$ cat src/design/bmheap_pkg.sv
// ----------------------------------------------------------------------------
// bmheap_pkg: shared types and constants for the binary max-heap core
// Sizes, status codes, index helpers and the command/status structs that
// join the controller and the datapath.
// ----------------------------------------------------------------------------
package bmheap_pkg;

  localparam int CAPACITY = 64;
  localparam int DATA_W   = 32;
  localparam int ADDR_W   = $clog2(CAPACITY);
  localparam int CNT_W    = $clog2(CAPACITY + 1);
  localparam int LINK_W   = ADDR_W + 2;
  localparam int TOTAL_W  = 7;
  localparam int STATUS_W = 2;

  localparam logic ACT_INSERT  = 1'b0;
  localparam logic ACT_EXTRACT = 1'b1;

  localparam logic [STATUS_W-1:0] ST_OK    = 2'd0;
  localparam logic [STATUS_W-1:0] ST_FULL  = 2'd1;
  localparam logic [STATUS_W-1:0] ST_EMPTY = 2'd2;

  typedef struct packed {
    logic start_ins;
    logic start_ext;
    logic load;
    logic step_up;
    logic step_down;
    logic finish;
  } bmh_cmd_t;

  typedef struct packed {
    logic full;
    logic empty;
    logic last_one;
    logic up_done;
    logic down_done;
    logic out_free;
  } bmh_sts_t;

  function automatic logic [ADDR_W-1:0] parent_of(input logic [ADDR_W-1:0] p);
    logic [ADDR_W-1:0] dec;
    dec = p - ADDR_W'(1);
    return dec >> 1;
  endfunction

  // 2p+1, wide enough to compare against the entry count
  function automatic logic [LINK_W-1:0] left_of(input logic [ADDR_W-1:0] p);
    return {1'b0, p, 1'b1};
  endfunction

endpackage

$ cat src/design/bmheap_ctrl.sv
// ----------------------------------------------------------------------------
// bmheap_ctrl: operation sequencer
// Accepts one item, steps the datapath through sift-up or sift-down one
// level per cycle and hands the result to the output register.
// ----------------------------------------------------------------------------
module bmheap_ctrl
  import bmheap_pkg::*;
(
  input  logic     clk_i,
  input  logic     rst_ni,
  input  logic     in_valid_i,
  input  logic     action_i,
  output logic     in_stall_o,
  input  bmh_sts_t sts_i,
  output bmh_cmd_t cmd_o
);

  typedef enum logic [4:0] {
    S_IDLE = 5'b00001,
    S_UP   = 5'b00010,
    S_LOAD = 5'b00100,
    S_DOWN = 5'b01000,
    S_FIN  = 5'b10000
  } state_e;

  state_e state_q, state_d;

  always_comb begin
    state_d = state_q;
    cmd_o   = '0;
    case (state_q)
      S_IDLE: begin
        if (in_valid_i) begin
          if (action_i == ACT_INSERT) begin
            cmd_o.start_ins = 1'b1;
            state_d = sts_i.full ? S_FIN : S_UP;
          end else begin
            cmd_o.start_ext = 1'b1;
            // nothing left to reorder when the heap empties
            state_d = (sts_i.empty || sts_i.last_one) ? S_FIN : S_LOAD;
          end
        end
      end
      S_UP: begin
        cmd_o.step_up = 1'b1;
        if (sts_i.up_done) state_d = S_FIN;
      end
      S_LOAD: begin
        cmd_o.load = 1'b1;
        state_d = S_DOWN;
      end
      S_DOWN: begin
        cmd_o.step_down = 1'b1;
        if (sts_i.down_done) state_d = S_FIN;
      end
      S_FIN: begin
        if (sts_i.out_free) begin
          cmd_o.finish = 1'b1;
          state_d = S_IDLE;
        end
      end
      default: begin
        state_d = S_IDLE;
      end
    endcase
  end

  always_ff @(posedge clk_i or negedge rst_ni) begin
    if (!rst_ni) begin
      state_q <= S_IDLE;
    end else begin
      state_q <= state_d;
    end
  end

  assign in_stall_o = (state_q != S_IDLE);

endmodule

$ cat src/design/bmheap_dp.sv
// ----------------------------------------------------------------------------
// bmheap_dp: heap storage and sift datapath
// Holds the heap memory, the entry count, a copy of the root and the
// output register. The moving value stays in a register while the hole
// walks up or down; each step writes one slot.
// ----------------------------------------------------------------------------
module bmheap_dp
  import bmheap_pkg::*;
(
  input  logic                       clk_i,
  input  logic                       rst_ni,
  input  bmh_cmd_t                   cmd_i,
  output bmh_sts_t                   sts_o,
  input  logic signed [DATA_W-1:0]   value_i,
  input  logic                       out_stall_i,
  output logic                       out_valid_o,
  output logic signed [DATA_W-1:0]   extracted_o,
  output logic signed [DATA_W-1:0]   top_value_o,
  output logic [TOTAL_W-1:0]         entry_total_o,
  output logic [STATUS_W-1:0]        status_o
);

  logic [DATA_W-1:0] mem [CAPACITY];

  logic [DATA_W-1:0]        rd_a_q, rd_b_q;
  logic [ADDR_W-1:0]        raddr_a, raddr_b, waddr;
  logic [DATA_W-1:0]        wdata;
  logic                     we;

  logic signed [DATA_W-1:0] val_q, val_d;
  logic [ADDR_W-1:0]        pos_q, pos_d;
  logic [CNT_W-1:0]         count_q, count_d;
  logic signed [DATA_W-1:0] top_q;
  logic signed [DATA_W-1:0] got_q, got_d;
  logic [STATUS_W-1:0]      stat_q, stat_d;

  logic                     out_valid_q;
  logic signed [DATA_W-1:0] ext_o_q, top_o_q;
  logic [TOTAL_W-1:0]       total_o_q;
  logic [STATUS_W-1:0]      status_o_q;

  logic [LINK_W-1:0]        lc, rc, count_w, pos_next_lc;
  logic                     up_move, l_pick, r_pick, down_move;
  logic signed [DATA_W-1:0] bval;
  logic [ADDR_W-1:0]        bidx;

  // sift decisions
  always_comb begin
    lc      = left_of(pos_q);
    rc      = lc + LINK_W'(1);
    count_w = LINK_W'(count_q);
    up_move = (pos_q != '0) && (val_q > $signed(rd_a_q));
    l_pick  = (lc < count_w) && ($signed(rd_a_q) > val_q);
    bval    = l_pick ? $signed(rd_a_q) : val_q;
    bidx    = l_pick ? lc[ADDR_W-1:0] : pos_q;
    r_pick  = (rc < count_w) && ($signed(rd_b_q) > bval);
    if (r_pick) begin
      bval = $signed(rd_b_q);
      bidx = rc[ADDR_W-1:0];
    end
    down_move = l_pick || r_pick;
  end

  always_comb begin
    val_d   = val_q;
    pos_d   = pos_q;
    count_d = count_q;
    got_d   = got_q;
    stat_d  = stat_q;
    we      = 1'b0;
    waddr   = pos_q;
    wdata   = val_q;

    if (cmd_i.start_ins) begin
      got_d = '0;
      if (count_q == CNT_W'(CAPACITY)) begin
        stat_d = ST_FULL;
      end else begin
        stat_d  = ST_OK;
        val_d   = value_i;
        pos_d   = ADDR_W'(count_q);
        count_d = count_q + CNT_W'(1);
      end
    end
    if (cmd_i.start_ext) begin
      if (count_q == '0) begin
        stat_d = ST_EMPTY;
        got_d  = '0;
      end else begin
        stat_d  = ST_OK;
        got_d   = top_q;
        count_d = count_q - CNT_W'(1);
      end
    end
    if (cmd_i.load) begin
      val_d = $signed(rd_a_q);
      pos_d = '0;
    end
    if (cmd_i.step_up) begin
      we = 1'b1;
      if (up_move) begin
        wdata = rd_a_q;
        pos_d = parent_of(pos_q);
      end
    end
    if (cmd_i.step_down) begin
      we = 1'b1;
      if (down_move) begin
        wdata = bval;
        pos_d = bidx;
      end
    end

    // fetch for the next step, addressed from the next hole position (an extract start fetches the last entry instead)
    pos_next_lc = left_of(pos_d);
    raddr_b     = ADDR_W'(pos_next_lc + LINK_W'(1));
    if (cmd_i.start_ext) begin
      raddr_a = ADDR_W'(count_q - CNT_W'(1));
    end else if (cmd_i.start_ins || cmd_i.step_up) begin
      raddr_a = parent_of(pos_d);
    end else begin
      raddr_a = pos_next_lc[ADDR_W-1:0];
    end
  end

  always_ff @(posedge clk_i) begin
    if (we) mem[waddr] <= wdata;
    rd_a_q <= mem[raddr_a];
    rd_b_q <= mem[raddr_b];
  end

  always_ff @(posedge clk_i) begin
    val_q  <= val_d;
    pos_q  <= pos_d;
    got_q  <= got_d;
    stat_q <= stat_d;
    // mirror the root slot
    if (we && (waddr == '0)) top_q <= $signed(wdata);
    if (cmd_i.finish) begin
      ext_o_q    <= got_q;
      top_o_q    <= (count_q != '0) ? top_q : '0;
      total_o_q  <= TOTAL_W'(count_q);
      status_o_q <= stat_q;
    end
  end

  always_ff @(posedge clk_i or negedge rst_ni) begin
    if (!rst_ni) begin
      count_q     <= '0;
      out_valid_q <= 1'b0;
    end else begin
      count_q <= count_d;
      if (cmd_i.finish) begin
        out_valid_q <= 1'b1;
      end else if (!out_stall_i) begin
        out_valid_q <= 1'b0;
      end
    end
  end

  always_comb begin
    sts_o.full      = (count_q == CNT_W'(CAPACITY));
    sts_o.empty     = (count_q == '0);
    sts_o.last_one  = (count_q == CNT_W'(1));
    sts_o.up_done   = !up_move;
    sts_o.down_done = !down_move;
    sts_o.out_free  = !out_valid_q || !out_stall_i;
  end

  assign out_valid_o   = out_valid_q;
  assign extracted_o   = ext_o_q;
  assign top_value_o   = top_o_q;
  assign entry_total_o = total_o_q;
  assign status_o      = status_o_q;

endmodule

$ cat src/design/binary_max_heap_core.sv
// ----------------------------------------------------------------------------
// binary_max_heap_core: priority queue of signed 32-bit values
// Each input item inserts value_i (action_i = 0) or extracts the maximum
// (action_i = 1). Each item yields one result item with the removed
// maximum, the new top, the entry count and a status code (ok, insert
// dropped because full, extract on empty).
// Both channels move an item when valid is high and stall is low.
// The heap lives in a memory with one write and two read ports; sift-up and
// sift-down handle one heap level per cycle, and that memory port sets
// the pace. An insert climbs level by level; an extract first loads the
// last entry into the root hole and then descends level by level. A
// dropped insert, an extract on empty and an extract of the last entry
// skip the sift and go straight to completion.
// in_stall_o is high while an item is being worked on. A finished result
// sits in an output register; while the receiver stalls it holds there,
// the next item may still be accepted and processed, and its completion
// waits until the register frees up.
// Reset empties the heap and clears the output valid flag; heap slots are
// not cleared, since only slots below the count are ever used.
// ----------------------------------------------------------------------------
module binary_max_heap_core
  import bmheap_pkg::*;
(
  input  logic                     clk_i,
  input  logic                     rst_ni,
  input  logic                     in_valid_i,
  output logic                     in_stall_o,
  input  logic                     action_i,
  input  logic signed [DATA_W-1:0] value_i,
  output logic                     out_valid_o,
  input  logic                     out_stall_i,
  output logic signed [DATA_W-1:0] extracted_o,
  output logic signed [DATA_W-1:0] top_value_o,
  output logic [TOTAL_W-1:0]       entry_total_o,
  output logic [STATUS_W-1:0]      status_o
);

  bmh_cmd_t cmd;
  bmh_sts_t sts;

  bmheap_ctrl u_ctrl (
    .clk_i      (clk_i),
    .rst_ni     (rst_ni),
    .in_valid_i (in_valid_i),
    .action_i   (action_i),
    .in_stall_o (in_stall_o),
    .sts_i      (sts),
    .cmd_o      (cmd)
  );

  bmheap_dp u_dp (
    .clk_i         (clk_i),
    .rst_ni        (rst_ni),
    .cmd_i         (cmd),
    .sts_o         (sts),
    .value_i       (value_i),
    .out_stall_i   (out_stall_i),
    .out_valid_o   (out_valid_o),
    .extracted_o   (extracted_o),
    .top_value_o   (top_value_o),
    .entry_total_o (entry_total_o),
    .status_o      (status_o)
  );

  a_one_at_a_time: assert property (@(posedge clk_i) disable iff (!rst_ni)
    in_valid_i && !in_stall_o |=> in_stall_o)
    else $error("second item accepted while one is in progress");

  a_full_result: assert property (@(posedge clk_i) disable iff (!rst_ni)
    out_valid_o && (status_o == ST_FULL)
      |-> (entry_total_o == TOTAL_W'(CAPACITY)) && (extracted_o == '0))
    else $error("dropped insert reported with wrong count or value");

  a_empty_result: assert property (@(posedge clk_i) disable iff (!rst_ni)
    out_valid_o && (status_o == ST_EMPTY)
      |-> (entry_total_o == '0) && (top_value_o == '0) && (extracted_o == '0))
    else $error("extract on empty reported nonzero fields");

  a_finish_free: assert property (@(posedge clk_i) disable iff (!rst_ni)
    cmd.finish |-> !out_valid_o || !out_stall_i)
    else $error("result register overwritten while stalled");

endmodule

$ cat config.mk
export PLATFORM = sky130hd
export DESIGN_NAME = binary_max_heap_core
export DESIGN_NICKNAME = d
export VERILOG_FILES = /design/src/design/bmheap_pkg.sv /design/src/design/bmheap_ctrl.sv /design/src/design/bmheap_dp.sv /design/src/design/binary_max_heap_core.sv
export SDC_FILE = /design/constraint.sdc
export NUM_CORES = 2
export LEC_CHECK = 0
export ABC_CLOCK_PERIOD_IN_PS = 23500
export BUFFER_PORTS_ARGS = -buffer_cell sky130_fd_sc_hd__buf_2
export CAP_MARGIN = 5
export CORE_ASPECT_RATIO = 2
export CORE_MARGIN = 2
export CORE_UTILIZATION = 65
export DETAILED_ROUTE_END_ITERATION = 8
export PLACE_DENSITY_LB_ADDON = 0.2
export SLEW_MARGIN = 30
export SYNTH_ARGS = -nofsm -noshare
export SYNTH_HDL_FRONTEND = slang
export SYNTH_SLANG_ARGS = --single-unit
$ cat constraint.sdc
create_clock -name clk_i -period 23.5 [get_ports clk_i]
set_input_delay 7.05 -clock clk_i [delete_from_list [all_inputs] [get_ports clk_i]]
set_output_delay 7.05 -clock clk_i [all_outputs]
set_load 0.01 [all_outputs]
## Word-level counts from Yosys, hierarchy flattened

Memory sizes are Yosys's and may differ from the RTL's. A register that Yosys moved wholly into a read port is not among the register bits.
Index checks and enable logic that the tools add are counted.
W data, S select, Z words.

| storage, ports and cells | value |
|---|---|
| logic and storage cells | 110 |
| flip-flop bits (word level) | 190 |
| RAM bits | 2048 |
| memories | 1 |
| output and inout bits | 75 |
| input port bits | 37 |

| operators by class | value |
|---|---|
| add/subtract/negate cells | 6 |
| order comparisons | 5 |
| equality and inequality tests | 14 |
| reduce and logical (&&, ||, !) cells | 18 |
| mux-type cells | 54 |

Memory list:

| memory | words | bits a word | read ports | clocked after memory_dff | wr ports | RTL line | RTL |
|---|---|---|---|---|---|---|---|
| u_dp.mem | 64 | 32 | 2 | 2 | 1 | bmheap_dp.sv:23 | `logic [DATA_W-1:0] mem [CAPACITY];` |

Operators with widths:

| kind | number |
|---|---|
| $mux W32 | 12 |
| $gt A32 B32 Y1 | 3 |
| $mux W6 | 11 |
| $mux W5 | 7 |
| $mux W7 | 4 |
| $pmux W5 S5 | 1 |
| $mux W1 | 14 |
| $sub A6 B1 Y6 const B | 2 |
| $mux W2 | 5 |
| $ne A2 B2 Y1 const B | 5 |
| $add A7 B1 Y8 const B | 1 |
| $lt A8 B7 Y1 | 1 |
| $add A7 B1 Y7 const B | 1 |
| $eq A7 B1 Y1 const B | 1 |
| $eq A7 B7 Y1 const B | 1 |
| $logic_not A7 Y1 | 1 |
| $lt A7 B7 Y1 | 1 |
| $reduce_bool A7 Y1 | 1 |
| $sub A7 B1 Y7 const B | 1 |
| $add A6 B1 Y6 const B | 1 |
| $logic_not A6 Y1 | 1 |
| $reduce_bool A6 Y1 | 1 |
| $eq A5 B1 Y1 const B | 1 |
| $eq A5 B2 Y1 const B | 1 |
| other kinds (11) | 19 |

## Longest topological paths before layout

| logic depth | value |
|---|---|
| depth after elaboration | 12 |
| mapped depth | 35 |
| depth with buffers taken out | 27 |

## Hierarchy

From an unflattened synthesis, not the netlist that was laid out.

| unflattened totals | value |
|---|---|
| cells, all modules | 5899 |
| area total of the unflattened synthesis | 99427.9 µm² |

By module, submodules not included:

| module | seq. area each (µm²) | instances | cells an instance | area an instance (µm²) |
|---|---|---|---|---|
| bmheap_dp | 68235.4 | 1 | 5857 | 99066.3 |
| bmheap_ctrl | 126.4 | 1 | 42 | 361.6 |

## Worst setup path before layout

Ideal clock, no wire load.

| timing path | value |
|---|---|
| kind | input to register |
| from | in action_i |
| to | reg u_dp.rd_a_q[10], read port of u_dp.mem |
| stages on the path | 20 |
| data required time | 23.380 ns |
| library setup time | 0.120 ns |
| path buffers | 7 |
| arrival | 11.194 ns |
| path slack | 12.186 ns |
| cell sequence | inv_1 and4_1 clkbuf_1 o21ai_2 a31oi_1 mux2i_1 o221a_2 inv_2 buf_2 buf_2 ha_1 clkbuf_1 a22oi_1 clkbuf_1 clkbuf_1 clkbuf_1 mux4_2 nand2_1 o2bb2ai_1 nor4_2 |

| on the way | value |
|---|---|
| word-level cells in the longest chain between the ends | 12 |
| elaborated cells between the ends (all ways) | 14 |
| those cells by class | add/sub (1); mux (12); reduce/logical (1) |

Ends and longest elaborated chain:

| item | RTL line | RTL |
|---|---|---|
| start, declared | binary_max_heap_core.sv:28 | `input logic action_i,` |
| $mux W1 * | bmheap_ctrl.sv:34 | `if (action_i == ACT_INSERT) begin` |
| $mux W2 * | bmheap_ctrl.sv:33 | `if (in_valid_i) begin` |
| $mux W2 * | bmheap_ctrl.sv:31 | `case (state_q)` |
| $mux W6 * | bmheap_dp.sv:74 | `if (cmd_i.start_ins) begin` |
| $mux W6 * | bmheap_dp.sv:95 | `if (cmd_i.load) begin` |
| $mux W6 | bmheap_dp.sv:101 | `if (up_move) begin` |
| $mux W6 * | bmheap_dp.sv:99 | `if (cmd_i.step_up) begin` |
| $mux W6 | bmheap_dp.sv:108 | `if (down_move) begin` |
| $mux W6 * | bmheap_dp.sv:106 | `if (cmd_i.step_down) begin` |
| via u_dp.pos_d[0] | bmheap_dp.sv:31 | `logic [ADDR_W-1:0] pos_q, pos_d;` |
| $sub A6 B1 Y6 | bmheap_pkg.sv:43 | `dec = p - ADDR_W'(1);` |
| $mux W6 * | bmheap_dp.sv:119 | `end else if (cmd_i.start_ins \|\| cmd_i.step_up) begin` |
| $mux W6 * | bmheap_dp.sv:117 | `if (cmd_i.start_ext) begin` |
| end, declared | bmheap_dp.sv:25 | `logic [DATA_W-1:0] rd_a_q, rd_b_q;` |

Mark *: on every way through the listed nets, which the timed path passes. The rest lies on a longest branch.
A chain may end at the register's enable or synchronous reset.

## Worst setup path in the final report

| timing path | value |
|---|---|
| from | in action_i |
| to | reg u_dp.rd_a_q[27], read port of u_dp.mem |

The elaborated chain is that of the path after synthesis.

==> flow_metrics.tcl <==
set metrics [dict create \
    status "completed" \
    synth_most_common_cell "edfxtp_1" \
    final_util_pct 72.2 \
    syn-instance-count 5322 \
    crit_top_cell "buf_4" \
    hold_viol_final 0 \
    yosysSeqAreaShare_pct 69.1 \
    dp_slack_ns 9.34 \
    rrSetupSlack_ns 10.75 \
    grt_setup_unrepaired "no" \
    crit_fanout 128 \
    netlist.area_leader.share_pct 67.3 \
    worstSetupPathType "in2reg" \
    tns_ns 0 \
    clockBufferDepth 4 \
    num_io_pins 112 \
    fin_ws_ns 10.04 \
    slowest_delay_ns 0.82 \
    synth_area_leaders "edfxtp_1 67%, mux4_2 17%, nand2_1 2.0%" \
    fin_crit_ns 13.46 \
    async_flop_share_pct 0.565 \
    insertion_delay_ns 0.85 \
    ctsResizeCount 0 \
    drc 0 \
    max_freq_mhz 74.3 \
    fillers 8623 \
    initial_core_util_pct 65.4 \
    cp_top_family "buffers and inverters" \
    grt_util_all_layers_pct 40.6 \
    cts_num_sinks 2302 \
    area_growth_pct 10.4 \
    firstDrtPassIters 9 \
    cts.reportedPaths.clkPinSlew_ns 0.07 \
    cts_root_buf "clkbuf_16" \
    synth.net_count 5443 \
    cts_tree "yes" \
    synth-seq-cells 2302 \
    synth_top_cell_by_area "edfxtp_1" \
    die_x_um 280 \
    cpMaxStageDelayCell "buf_4" \
    cts_buffers 191 \
    holdBufCountCts 0 \
    start_kind "input pin" \
    rows 202 \
    drive_gt1_share_pct 28.2 \
    wl_um 312000 \
    fin_crit_sh_pct 57.3 \
    routedWlPerCell_um 41.4 \
    synth_ff_type "edfxtp_1" \
    design.die.area_um2 156000 \
    port_buffers 111 \
    syn_area_um2 99000 \
    drt_iter0_drc 8967 \
    crit_buf_inv 7 \
    cp-end-kind "flip-flop" \
    ys_types 82 \
    grt_max_degree 134 \
    yosysWarnings 0 \
    cts-htree-levels 4 \
    postRouteAntennaNets 0 \
    place_congestion 0.978 \
    setup_viol 0 \
    grt_overflow_total 0 \
    dpl.hpwl_um 176000 \
    vias_per_cell 7.71 \
    yosys-top-cells-count "2219 x edfxtp_1, 768 x mux4_2, 527 x nand2_1" \
    drv_cap 0 \
    grt_pass1_wl_um 431000 \
    path_cells "buf_2, inv_1, and4_1, o21ai_2, nor2_1, a31oi_1, mux2i_1, o221a_2, inv_8, ha_4, a22oi_2, buf_4, buf_12, buf_6, buf_4, mux4_2, mux2_2, o2bb2ai_1, nor4_2" \
    synth_edf_count 2219 \
    required_ns 24.21 \
    nets 5577 \
    grt_pass1_vias 57900 \
    max-slew-margin-rel_pct 23.0 \
    core_area_um2 151000 \
    antenna_found_initial 13 \
    clock-skew-final_ns 0.0690 \
    postSynthAreaPerCell_um2 18.6 \
    postCtsSetupBuffers 0 \
    tightest_slew_ns 1.15 \
    drv_slew 0 \
    vias 58200 \
    worst_ep_arrival_time_ns 14.17 \
    hold_class "reg2reg" \
    die_height_um 556 \
]
==> flip-flops by register name (all words and copies together), names as in the netlist <==
name,cells
u_dp.count_q,7
u_dp.pos_q,6
u_dp.val_q,32
u_dp.rd_a_q,32
u_dp.status_o,2
u_dp.out_valid_o,1
u_dp.rd_b_q,32
u_dp.top_q,32
u_dp.got_q,32
u_dp.stat_q,2
u_ctrl.state_q,5
u_dp.top_value_o,32
u_dp.entry_total_o,7
u_dp.extracted_o,32
u_dp.mem,2048
==> layer usage <==
layer,vias up,GRT usage (%),wire length (um)
li1,22100,-,-
met4,8,34.1,32200
met5,-,0,53
met1,29400,46.9,90700
met3,1513,9.70,39300
met2,5202,64.6,150000
==> worst paths after layout <==
| check | startpoint | endpoint | cells after the start |
|---|---|---|---|
| max | action_i | u_dp.rd_a_q[27]$_DFF_P_ | 19 |
| min | u_dp.got_q[21]$_SDFFCE_PP0P_ | u_dp.extracted_o[21]$_DFFE_PP_ | 0 |
| max reg2reg | u_dp.rd_a_q[15]$_DFF_P_ | u_dp.rd_a_q[27]$_DFF_P_ | 31 |
| min reg2reg | u_dp.got_q[21]$_SDFFCE_PP0P_ | u_dp.extracted_o[21]$_DFFE_PP_ | 0 |
| max in group asynchronous | rst_ni | u_ctrl.state_q[0]$_DFFE_PN1P_ | 1 |
| min in group asynchronous | rst_ni | u_ctrl.state_q[1]$_DFFE_PN0P_ | 1 |
==> metrics by stage <==
| step | std cells | hold slack, ns | instance area (um2) |
|---|---|---|---|
| 6_report | 7552 | 0.420 | 109000 |
| 5_1_grt | 7549 | 0.423 | 109000 |
| 4_1_cts | 7542 | 0.420 | 109000 |
| 3_5_place_dp | 7197 | 0.405 | 103000 |
| 3_3_place_gp | 7186 | 0.402 | 103000 |
| 2_1_floorplan | 5322 | 0.400 | 99000 |
==> layout by cell type, fill, tap and decap left out, types with 10 or more instances in the layout <==
master,count
inv_1,52
nor2_4,66
nor4_2,31
nand2_1,525
bufinv_16,19
and2_1,65
o21a_1,11
edfxtp_1,2219
o21ai_0,117
a31oi_1,10
mux4_2,768
o21ai_4,32
clkbuf_8,10
a21oi_1,194
nor2_1,86
nand4_1,17
a22o_1,63
clkbuf_1,33
clkinvlp_4,12
mux2_2,62
clkinv_2,30
buf_2,111
buf_16,15
clkbuf_16,196
nor3_1,13
dfrtp_1,12
o2bb2ai_1,62
o211ai_1,73
nand3_1,89
buf_4,149
clkinv_1,34
dfxtp_1,70
mux2i_1,113
ha_1,83
==> area by class of cell <==
| cell class | instances | area [um2] | share of cell area, % |
|---|---|---|---|
| clock inverter | 106 | 1060 | 0.969 |
| clock buffer | 239 | 5170 | 4.73 |
| antenna | 6 | 15.0 | 0.0137 |
| sequential | 2302 | 68400 | 62.6 |
| timing repair buffer | 289 | 2310 | 2.11 |
| inverter | 56 | 218 | 0.199 |
| tap | 1938 | 2420 | 2.22 |
| multi-input combinational | 2616 | 29700 | 27.2 |
==> logic make-up after synthesis <==
kind of cell    after synthesis  synth area share (%)
fa+ha+maj                    84                  1.06
flops                      2302                  69.1
xor+xnor                     16                 0.142
compound gates              619                  4.04
simple gates                954                  4.42
mux                         943                  19.3
buf+inv                     404                  1.95
Power is left out: the tool's default activity adds up to more than one toggle a clock period on the data nets, which glitch-free logic cannot reach.
